File: src/hw/rtl/gls_pkg.sv
// Shared types and constants of the gate lane sequencer.
package gls_pkg;

    localparam int unsigned SENSOR_COUNT = 4;
    localparam int unsigned DIST_W       = 16;
    localparam int unsigned COUNT_W      = 8;
    localparam int unsigned TIME_W       = 32;
    localparam int unsigned PULSE_W      = 16;
    localparam int unsigned CFG_ADDR_W   = 3;
    localparam int unsigned CFG_DATA_W   = 32;
    localparam int unsigned IN_DATA_W    = 96;
    localparam int unsigned OUT_DATA_W   = 40;

    typedef enum logic [2:0] {
        PHASE_IDLE         = 3'd0,
        PHASE_ENTRY_OPEN   = 3'd1,
        PHASE_ENTRY_CLOSED = 3'd2,
        PHASE_EXIT_OPEN    = 3'd3,
        PHASE_EXIT_CLOSED  = 3'd4
    } phase_t;

    typedef enum logic [CFG_ADDR_W-1:0] {
        CFG_DIST_THRESHOLD = 3'd0,
        CFG_CONFIRM_COUNT  = 3'd1,
        CFG_LANE_TIMEOUT   = 3'd2,
        CFG_EXIT_SETTLE    = 3'd3,
        CFG_PULSE_CLOSED   = 3'd4,
        CFG_PULSE_OPEN     = 3'd5
    } cfg_addr_t;

    localparam logic [DIST_W-1:0]  RST_DIST_THRESHOLD = 16'd20;
    localparam logic [COUNT_W-1:0] RST_CONFIRM_COUNT  = 8'd3;
    localparam logic [TIME_W-1:0]  RST_LANE_TIMEOUT   = 32'd5000;
    localparam logic [TIME_W-1:0]  RST_EXIT_SETTLE    = 32'd3000;
    localparam logic [PULSE_W-1:0] RST_PULSE_CLOSED   = 16'd500;
    localparam logic [PULSE_W-1:0] RST_PULSE_OPEN     = 16'd1500;

endpackage

File: src/hw/rtl/gate_lane_sequencer_core.sv
// Top level of the gate lane sequencer: sensor confirm counters and lane phase control.
// Data path: a request is held in the input register, and its result is written to the
// result register once the output side can take it.
// Throughput: one request per cycle while the output is taken; a stalled output holds the input.
// Reset: rst_n clears asynchronously the phase, counters, gate flags, lock, tick
// and the configuration registers to their default values.
module gate_lane_sequencer_core
    import gls_pkg::*;
(
    input  logic                    clk,
    input  logic                    rst_n,
    input  logic                    cfg_we,
    input  logic [CFG_ADDR_W-1:0]   cfg_addr,
    input  logic [CFG_DATA_W-1:0]   cfg_data,
    input  logic                    s_axis_tvalid,
    output logic                    s_axis_tready,
    // dist_entry, dist_inside, dist_before_exit, dist_exit, now_ms
    input  logic [IN_DATA_W-1:0]    s_axis_tdata,
    output logic                    m_axis_tvalid,
    input  logic                    m_axis_tready,
    // entry_pulse, exit_pulse, lane_phase, exit_sensor_locked, active_mask
    output logic [OUT_DATA_W-1:0]   m_axis_tdata
);

    // Configuration registers.
    logic [DIST_W-1:0]  dist_threshold_reg;
    logic [COUNT_W-1:0] confirm_count_reg;
    logic [TIME_W-1:0]  lane_timeout_reg;
    logic [TIME_W-1:0]  exit_settle_reg;
    logic [PULSE_W-1:0] pulse_closed_reg;
    logic [PULSE_W-1:0] pulse_open_reg;

    always_ff @(posedge clk or negedge rst_n)
    begin
        if (!rst_n)
        begin
            dist_threshold_reg <= RST_DIST_THRESHOLD;
            confirm_count_reg  <= RST_CONFIRM_COUNT;
            lane_timeout_reg   <= RST_LANE_TIMEOUT;
            exit_settle_reg    <= RST_EXIT_SETTLE;
            pulse_closed_reg   <= RST_PULSE_CLOSED;
            pulse_open_reg     <= RST_PULSE_OPEN;
        end
        else if (cfg_we)
        begin
            unique case (cfg_addr)
                CFG_DIST_THRESHOLD: dist_threshold_reg <= cfg_data[DIST_W-1:0];
                CFG_CONFIRM_COUNT:  confirm_count_reg  <= cfg_data[COUNT_W-1:0];
                CFG_LANE_TIMEOUT:   lane_timeout_reg   <= cfg_data[TIME_W-1:0];
                CFG_EXIT_SETTLE:    exit_settle_reg    <= cfg_data[TIME_W-1:0];
                CFG_PULSE_CLOSED:   pulse_closed_reg   <= cfg_data[PULSE_W-1:0];
                CFG_PULSE_OPEN:     pulse_open_reg     <= cfg_data[PULSE_W-1:0];
                default:            ;
            endcase
        end
    end

    // Input register and handshake.
    logic                 in_valid_reg;
    logic [IN_DATA_W-1:0] in_data_reg;
    logic                 out_valid_reg;
    logic                 advance;

    assign advance       = in_valid_reg && (!out_valid_reg || m_axis_tready);
    assign s_axis_tready = !in_valid_reg || advance;

    always_ff @(posedge clk or negedge rst_n)
    begin
        if (!rst_n)
        begin
            in_valid_reg <= 1'b0;
        end
        else if (s_axis_tready)
        begin
            in_valid_reg <= s_axis_tvalid;
        end
    end

    always_ff @(posedge clk)
    begin
        if (s_axis_tready && s_axis_tvalid)
        begin
            in_data_reg <= s_axis_tdata;
        end
    end

    // Sensor confirm counters.
    logic [COUNT_W-1:0]      count_reg  [SENSOR_COUNT];
    logic [COUNT_W-1:0]      count_next [SENSOR_COUNT];
    logic [SENSOR_COUNT-1:0] active;
    logic [DIST_W-1:0]       dist_cm    [SENSOR_COUNT];
    logic [TIME_W-1:0]       now_ms;

    always_comb
    begin
        for (int i = 0; i < SENSOR_COUNT; i++)
        begin
            dist_cm[i] = in_data_reg[i*DIST_W +: DIST_W];
            if (dist_cm[i] != '0 && dist_cm[i] <= dist_threshold_reg)
            begin
                if (count_reg[i] < confirm_count_reg)
                    count_next[i] = count_reg[i] + COUNT_W'(1);
                else
                    count_next[i] = count_reg[i];
            end
            else
            begin
                count_next[i] = '0;
            end
            active[i] = (count_next[i] >= confirm_count_reg);
        end
    end

    assign now_ms = in_data_reg[SENSOR_COUNT*DIST_W +: TIME_W];

    // Lane phase sequencer.
    phase_t             phase_reg;
    phase_t             phase_next;
    logic [TIME_W-1:0]  start_ms_reg;
    logic [TIME_W-1:0]  start_ms_next;
    logic               lock_reg;
    logic               lock_next;
    logic               entry_open_reg;
    logic               entry_open_next;
    logic               exit_open_reg;
    logic               exit_open_next;
    logic [TIME_W-1:0]  elapsed;
    logic               lane_expired;
    logic               settle_expired;
    logic               exit_ready;

    // Elapsed time wraps modulo the tick width.
    assign elapsed        = now_ms - start_ms_reg;
    assign lane_expired   = (elapsed > lane_timeout_reg);
    assign settle_expired = (elapsed > exit_settle_reg);
    assign exit_ready     = !lock_reg && active[3];

    always_comb
    begin
        unique case (phase_reg)
            PHASE_ENTRY_OPEN:
                phase_next = active[1] ? PHASE_ENTRY_CLOSED :
                             (lane_expired ? PHASE_IDLE : PHASE_ENTRY_OPEN);
            PHASE_ENTRY_CLOSED:
                phase_next = active[2] ? PHASE_EXIT_OPEN :
                             (lane_expired ? PHASE_IDLE : PHASE_ENTRY_CLOSED);
            PHASE_EXIT_OPEN:
                phase_next = exit_ready ? PHASE_EXIT_CLOSED :
                             (lane_expired ? PHASE_IDLE : PHASE_EXIT_OPEN);
            PHASE_EXIT_CLOSED:
                phase_next = (!active[3] || settle_expired) ? PHASE_IDLE
                                                            : PHASE_EXIT_CLOSED;
            default:
                phase_next = active[0] ? PHASE_ENTRY_OPEN : PHASE_IDLE;
        endcase
    end

    always_comb
    begin
        start_ms_next   = start_ms_reg;
        lock_next       = lock_reg;
        entry_open_next = entry_open_reg;
        exit_open_next  = exit_open_reg;
        unique case (phase_reg)
            PHASE_ENTRY_OPEN:
            begin
                if (active[1])
                begin
                    entry_open_next = 1'b0;
                    start_ms_next   = now_ms;
                end
                else if (lane_expired)
                begin
                    entry_open_next = 1'b0;
                    lock_next       = 1'b0;
                end
            end
            PHASE_ENTRY_CLOSED:
            begin
                if (active[2])
                begin
                    exit_open_next = 1'b1;
                    lock_next      = 1'b0;
                    start_ms_next  = now_ms;
                end
                else if (lane_expired)
                begin
                    lock_next = 1'b0;
                end
            end
            PHASE_EXIT_OPEN:
            begin
                if (exit_ready)
                begin
                    exit_open_next = 1'b0;
                    start_ms_next  = now_ms;
                end
                else if (lane_expired)
                begin
                    exit_open_next = 1'b0;
                end
            end
            PHASE_EXIT_CLOSED:
            begin
            end
            default:
            begin
                if (active[0])
                begin
                    entry_open_next = 1'b1;
                    lock_next       = 1'b1;
                    start_ms_next   = now_ms;
                end
            end
        endcase
    end

    always_ff @(posedge clk or negedge rst_n)
    begin
        if (!rst_n)
        begin
            phase_reg      <= PHASE_IDLE;
            start_ms_reg   <= '0;
            lock_reg       <= 1'b0;
            entry_open_reg <= 1'b0;
            exit_open_reg  <= 1'b0;
            for (int i = 0; i < SENSOR_COUNT; i++)
            begin
                count_reg[i] <= '0;
            end
        end
        else if (advance)
        begin
            phase_reg      <= phase_next;
            start_ms_reg   <= start_ms_next;
            lock_reg       <= lock_next;
            entry_open_reg <= entry_open_next;
            exit_open_reg  <= exit_open_next;
            for (int i = 0; i < SENSOR_COUNT; i++)
            begin
                count_reg[i] <= count_next[i];
            end
        end
    end

    // Result register.
    logic [OUT_DATA_W-1:0] out_data_reg;
    logic [OUT_DATA_W-1:0] out_data_next;
    logic [PULSE_W-1:0]    entry_pulse;
    logic [PULSE_W-1:0]    exit_pulse;

    assign entry_pulse   = entry_open_next ? pulse_open_reg : pulse_closed_reg;
    assign exit_pulse    = exit_open_next ? pulse_open_reg : pulse_closed_reg;
    assign out_data_next = {active, lock_next, phase_next, exit_pulse, entry_pulse};

    always_ff @(posedge clk or negedge rst_n)
    begin
        if (!rst_n)
        begin
            out_valid_reg <= 1'b0;
        end
        else if (advance)
        begin
            out_valid_reg <= 1'b1;
        end
        else if (m_axis_tready)
        begin
            out_valid_reg <= 1'b0;
        end
    end

    always_ff @(posedge clk)
    begin
        if (advance)
        begin
            out_data_reg <= out_data_next;
        end
    end

    assign m_axis_tvalid = out_valid_reg;
    assign m_axis_tdata  = out_data_reg;

endmodule

File: config.mk
export PLATFORM = sky130hd
export DESIGN_NAME = gate_lane_sequencer_core
export DESIGN_NICKNAME = d
export VERILOG_FILES = /design/src/hw/rtl/gls_pkg.sv /design/src/hw/rtl/gate_lane_sequencer_core.sv
export SDC_FILE = /design/constraint.sdc
export NUM_CORES = 1
export LEC_CHECK = 0
export BUFFER_PORTS_ARGS = -buffer_cell sky130_fd_sc_hd__buf_4
export CAP_MARGIN = 20
export CELL_PAD_IN_SITES_DETAIL_PLACEMENT = 2
export CELL_PAD_IN_SITES_GLOBAL_PLACEMENT = 2
export CORE_UTILIZATION = 40
export CTS_CLUSTER_DIAMETER = 30
export DETAILED_ROUTE_END_ITERATION = 8
export PLACE_DENSITY = 0.84
export SYNTH_ARGS = -nofsm -noshare
export SYNTH_HDL_FRONTEND = slang
export SYNTH_SLANG_ARGS = --single-unit
File: constraint.sdc
create_clock -name clk -period 6.2 [get_ports clk]
set_input_delay 0.62 -clock clk [delete_from_list [all_inputs] [get_ports clk]]
set_output_delay 0.62 -clock clk [all_outputs]
set_load 0.005 [all_outputs]
# Yosys cells after proc, flatten, opt, wreduce, memory -nomap -nowiden
# Cells that the tools add are included.
[word_totals] regBits=328 word_cells=120 out_inout_bits=42
[classes] n_mux=39 magnitude_cmp=14 n_addsub=5 reduce_logical=30 n_eq_ne=12 bitwise_logic=1
[op_table] op="32-bit two-way mux" n=4
[op_table] op="32-bit case mux with 4 select lines" n=1
[op_table] op="32-bit > comparator" n=2
[op_table] op="16-bit less-or-equal comparator" n=4
[op_table] op="8-bit two-way mux" n=8
[op_table] op="16-bit nonzero test" n=4
[op_table] op="8-bit by 1-bit adder with 8-bit output, second input constant" n=4
[op_table] op="8-bit >= comparator" n=4
[op_table] op="8-bit less-than comparator" n=4
[op_table] op="16-bit two-way mux" n=2
[op_table] op="32-bit subtractor" n=1
[op_table] op="1-bit two-way mux" n=14
[op_table] op="3-bit by 2-bit == test with 1-bit output, second input constant" n=4
[op_table] op="3-bit case mux with 4 select lines" n=1
[op_table] op="2-bit AND reduction" n=6
[op_table] op="3-bit == test, second input constant" n=3
[op_table] op="2-bit two-way mux" n=4
[op_table] op="1-bit logical AND" n=7
[op_table] op="3-bit by 1-bit == test with 1-bit output, second input constant" n=2
[op_table] op="3-bit two-way mux" n=2
[op_table] op="2-bit inequality test, second input constant" n=3
[op_table] op="6-bit AND reduction" n=1
[op_table] op="1-bit logical NOT" n=4
[op_table] op="1-bit case mux with 2 select lines" n=2
[op_table] op="other kinds (8)" n=10

# Logic depth before layout (Yosys ltp)
[logic_depth] word_depth=8 ltp_mapped=26 depth_no_buf=24

# Worst setup path after synthesis
# Ideal clock, no wire load.
[synth_path] kind="register to register" from="reg in_data_reg[73]" to="reg out_data_reg[21] (netlist: m_axis_tdata[21]), data pin" path_slack_ns=1.374 stages_incl_launch_ff=24 n_path_buf=2 required_time_ns=5.940 t_arrival_ns=4.566 cell_sequence="edfxtp_1 > ha_1 > and3_1 > a221o_1 > a21oi_2 > o221ai_2 > o221a_2 > a211o_1 > nand4_1 > a31oi_1 > nor2_1 > xnor2_1 > ha_1 > a21o_1 > a21o_1 > a21oi_1 > o21ai_0 > a221oi_1 > a21oi_1 > nor2_1 > o22a_1 > buf_2 > buf_6 > mux2_2"
[synth_between] elab_chain_len=6
[synth_rtl] element="start, declared" line="gate_lane_sequencer_core.sv:60" rtl="logic [IN_DATA_W-1:0] in_data_reg;"
[synth_rtl] element="start signal, assigned" line="gate_lane_sequencer_core.sv:83" rtl="in_data_reg <= s_axis_tdata;"
[synth_rtl] element="32-bit subtractor" line="gate_lane_sequencer_core.sv:133" rtl="assign elapsed = now_ms - start_ms_reg;"
[synth_rtl] element="32-bit > comparator" line="gate_lane_sequencer_core.sv:134" rtl="assign lane_expired = (elapsed > lane_timeout_reg);"
[synth_rtl] element="1-bit two-way mux" line="gate_lane_sequencer_core.sv:198" rtl="else if (lane_expired)"
[synth_rtl] element="1-bit two-way mux" line="gate_lane_sequencer_core.sv:193" rtl="if (exit_ready)"
[synth_rtl] element="1-bit case mux with 2 select lines" line="gate_lane_sequencer_core.sv:164" rtl="unique case (phase_reg)"
[synth_rtl] element="16-bit two-way mux" line="gate_lane_sequencer_core.sv:253" rtl="assign exit_pulse = exit_open_next ? pulse_open_reg : pulse_closed_reg;"
[synth_rtl] element="net exit_pulse[5]" line="gate_lane_sequencer_core.sv:250" rtl="logic [PULSE_W-1:0] exit_pulse;"
[synth_rtl] element="end signal, assigned" line="gate_lane_sequencer_core.sv:276" rtl="out_data_reg <= out_data_next;"
[synth_rtl] element="end, declared" line="gate_lane_sequencer_core.sv:247" rtl="logic [OUT_DATA_W-1:0] out_data_reg;"
# The timed path passes the listed nets, and every way through them passes these cells.
# A chain may end at the register's enable or synchronous reset.

# Worst setup path after layout
[layout_path] from="reg start_ms_reg[3]" to="reg out_data_reg[29] (netlist: m_axis_tdata[29]), data pin"
[layout_between] elab_chain_len=6
[layout_rtl] element="start, declared" line="gate_lane_sequencer_core.sv:119" rtl="logic [TIME_W-1:0] start_ms_reg;"
[layout_rtl] element="start signal, assigned" line="gate_lane_sequencer_core.sv:235" rtl="start_ms_reg <= start_ms_next;"
[layout_rtl] element="32-bit subtractor" line="gate_lane_sequencer_core.sv:133"
[layout_rtl] element="32-bit > comparator" line="gate_lane_sequencer_core.sv:134"
[layout_rtl] element="1-bit two-way mux" line="gate_lane_sequencer_core.sv:198"
[layout_rtl] element="1-bit two-way mux" line="gate_lane_sequencer_core.sv:193"
[layout_rtl] element="1-bit case mux with 2 select lines" line="gate_lane_sequencer_core.sv:164"
[layout_rtl] element="16-bit two-way mux" line="gate_lane_sequencer_core.sv:253"
[layout_rtl] element="net exit_pulse[13]" line="gate_lane_sequencer_core.sv:250"
# The timed path passes the listed nets, and every way through them passes these cells.

==> results.cfg <==
[status]
run_status = complete, but fails checks
violations = setup timing

[clock_tree]
deepest_level_of_the_cts_h_tree = 3
cts-buffers-inserted = 90
clock_insertion_delay_worst_skew_ns = 0.66
clockRootBuffer = clkbuf_16
cts_tree = yes
cts-root-to-sink-buffers = 3
cts.sinks = 328
clk_pin_slew_worst_paths_ns = 0.06

[synthesis]
ys_ff_latch = 328
synth_top_area_share = 0.218
synth_cell_types = 75
synthesis.yosys.warnings = 0
synth-main-ff-cell = dfrtp_1
synth_area_per_cell_um2 = 11.3
synth_area_um2 = 18700
number_of_enable_type_register_cells_in_the_synthesized_netlist = 136
syn_inst = 1655
synth_top_area_cell = edfxtp_1
seq_area_frac_synth = 0.477
synth_top_cells_by_area = edfxtp_1 (22%), dfrtp_1 (22%), ha_1 (15%)
synth_async_sr_flop_share = 0.585
syn_nets = 2015

[cells_and_area]
final_layout_size_suffix_gt1_frac = 0.280
flip_flop_count_of_the_largest_register_after_layout = 96
mostFrequentLayoutCells = ha_1 (223), buf_4 (207), dfrtp_1 (163), inv_1 (138), edfxtp_1 (136)
final_common_cell = ha_1
postLayoutCoreUtil = 0.528
finish.net_count = 2279
synthToLayoutAreaGrowth_pct = 29.2
num_antenna_cells = 0

[critical_path]
worst-r2r-cell-count = 21
worst-r2r-setup-slack_ns = -0.03
cp_data_arrival_time_ns = 6.61
worst_path_max_delay_cell = xnor2_1
timing.critical_path.slowest_cell_delay_ns = 0.46
timing.rr.start = start_ms_reg[3]
worst-path-max-fanout = 16
endpoint_kind = flip-flop
timing.setup.critical_path_class = flip-flop to flip-flop
crit-reg2reg-capture = m_axis_tdata[29]
type_of_origin_of_the_critical_path = flip-flop
crit_chain = inv_1 -> ha_1 -> a21oi_1 -> o21bai_1 -> a221oi_2 -> o221ai_4 -> o221a_2 -> a211o_1 -> nand4_1 -> a31oi_1 -> xnor2_1 -> ha_1 -> nand4_1 -> o21ai_0 -> a221oi_2 -> a21oi_1 -> buf_4 -> nor2_1 -> o22a_1 -> buf_8 -> mux2_2
required_ns = 6.58

[power_and_ir_drop]
power_report.internal_total_mw = 7.80
finalPower_mw = 12.9
power.share.switching = 0.394
power.sequential.fraction = 0.242
pwr_per_cell_area_nw_per_um2 = 533
static-leakage-power_nw = 10.9
clockPowerShare = 0.378
portion_of_total_power_attributed_to_combinational_logic = 0.380
max-vdd-ir-drop_uv = 474
total_switching_power_mw = 5.07

[place]
dp_hpwl_um = 43800
gp_congestion = 0.878
io_buffers = 177

[die]
design.portCount = 178
floorplan.die.height_um = 218
die_width_um = 218
die_area_um2 = 47600
fp-row-count = 78
floorplan.core_area_um2 = 45800
start_util = 0.408

[global_route]
use_met1 = 0.392
use_met3 = 0.0690
grt_remaining_overflow = 0
grt_first_pass_wirelength_um = 126000
busiest_layer = met2
groute.usage.overall = 0.360
grt_pass1_vias = 18900
grt_start_max_net_pins = 164
grt.met2_usage = 0.641
grt_antenna_before_repair = 0

[hold_path]
worst_hold_path.num_cells = 1
min_delay_worst_endpoint = in_data_reg[50]
hold_path.class = input port to flip-flop
hp-start = s_axis_tdata[50]

[sta]
fin_crit_ns = 6.23
slew_violations = 0
timing.max_slew.rel_slack = 0.250
worst_pin_slew_ns = 1.12
clock-skew-final_ns = 0.0370
report.final.hold_viol_count = 0
setup_viol = 3
fmaxAchievable_ghz = 0.161
finalCritPeriodShare = 1.00
final.setup.worst_slack_ns = -0.0292

[route]
route.detailed.drc = 0
vias = 16200
tritonroute_pass_1_iters = 6
initialDrtViolationCount = 1293
postRouteAntennaNets = 0
wl_per_cell_um = 32.9
detail_route.vias_per_cell = 6.22
totalWireLength_um = 85400

[flow_run]
maxCapViolations = 0
## per-layer routing
layer / routed length [um] / share of wire
met5: 0 / 0
met4: 5520 / 0.065
met3: 4610 / 0.054
met2: 43700 / 0.51
met1: 31500 / 0.37
## stage by stage
step / setup WS, ns / TNS (ns) / hold slack [ns] / instance area, um^2 / cells
3_3_place_gp: 0.706 / 0 / 0.476 / 20800 / 2417
4_1_cts: 0.0119 / 0 / 0.109 / 24000 / 2591
5_1_grt: -0.0752 / -0.519 / 0.122 / 24200 / 2597
3_5_place_dp: 0.357 / 0 / 0.496 / 20800 / 2417
6_report: -0.0292 / -0.0661 / 0.132 / 24200 / 2597
2_1_floorplan: 1.37 / 0 / 0.324 / 18700 / 1655
## synth_stat cells, drive strengths merged, types with 7 or more instances
library cell and number:
and3 14, clkbuf 33, nand4 44, nor2 69, dfrtp 163, nor4 24
o21ai 114, mux2 133, nand3 19, xnor2 30, inv 138, and2 7
nor2b 18, a21o 76, nand2 97, xor2 26, a21oi 81, o31ai 14
ha 223, dfstp 29, edfxtp 136, o211ai 9, nor3 17, buf 8
nand2b 23, o21a 20
## worst max path at each step
stage                               start               end  cells after the start
after floorplan           in_data_reg[73]  m_axis_tdata[21]                     23
after global placement    in_data_reg[67]  m_axis_tdata[11]                     22
after detailed placement  start_ms_reg[3]  m_axis_tdata[12]                     23
after CTS                 in_data_reg[64]  m_axis_tdata[29]                     26
after global routing      start_ms_reg[3]  m_axis_tdata[29]                     24
final                     start_ms_reg[3]  m_axis_tdata[29]                     21
## final cells by class
cell class	count	area [um^2]
tap	600	751
multi-input combinational	1148	9250
clock inverter	56	656
inverter	139	522
timing repair buffer	212	1630
fill	4355	21600
clock buffer	114	2420
sequential	328	8920
## worst max-delay path, delay by kind of cell (launching register included)
kind                     cells  cell delay (ns)
XOR/XNOR                     1             0.46
flip-flops                   1             0.43
multiplexers                 1             0.41
AND/OR/NAND/NOR              3             0.60
buffers and inverters        3             0.54
AO/OA/AOI/OAI               11             2.74
adder cells (fa/ha/maj)      2             0.75
## power by group through the flow
stage	clock, mW	sequential (mW)	combinational (mW)
after floorplan	0	2.94	2.59
after global placement	0	3.01	3.50
after detailed placement	0	3.05	3.87
after CTS	4.86	3.08	4.56
after global routing	4.98	3.14	5.10
final	4.87	3.12	4.89
## cell families (layout without fill, tap and decap cells)
kind of cell             after synthesis  in the layout  share of synthesized area
flip-flops                           328            328                      0.477
multiplexers                         137            137                     0.0822
XOR/XNOR                              56             56                     0.0262
adder cells (fa/ha/maj)              224            224                      0.150
AO/OA/AOI/OAI                        368            369                      0.126
AND/OR/NAND/NOR                      362            362                     0.0996
buffers and inverters                180            521                     0.0381
## repair_timing
action / CTS / global route
hold endpoints to repair: 29 / 0
hold buffers: 1 / 0
pin swaps: 2 / 3
endpoints found under the setup margin: 32 / 46
gates resized for setup: 12 / 16
cloned: 0 / 1
setup buffers: 3 / 5
No activity file was read; power rests on OpenSTA's default activity.
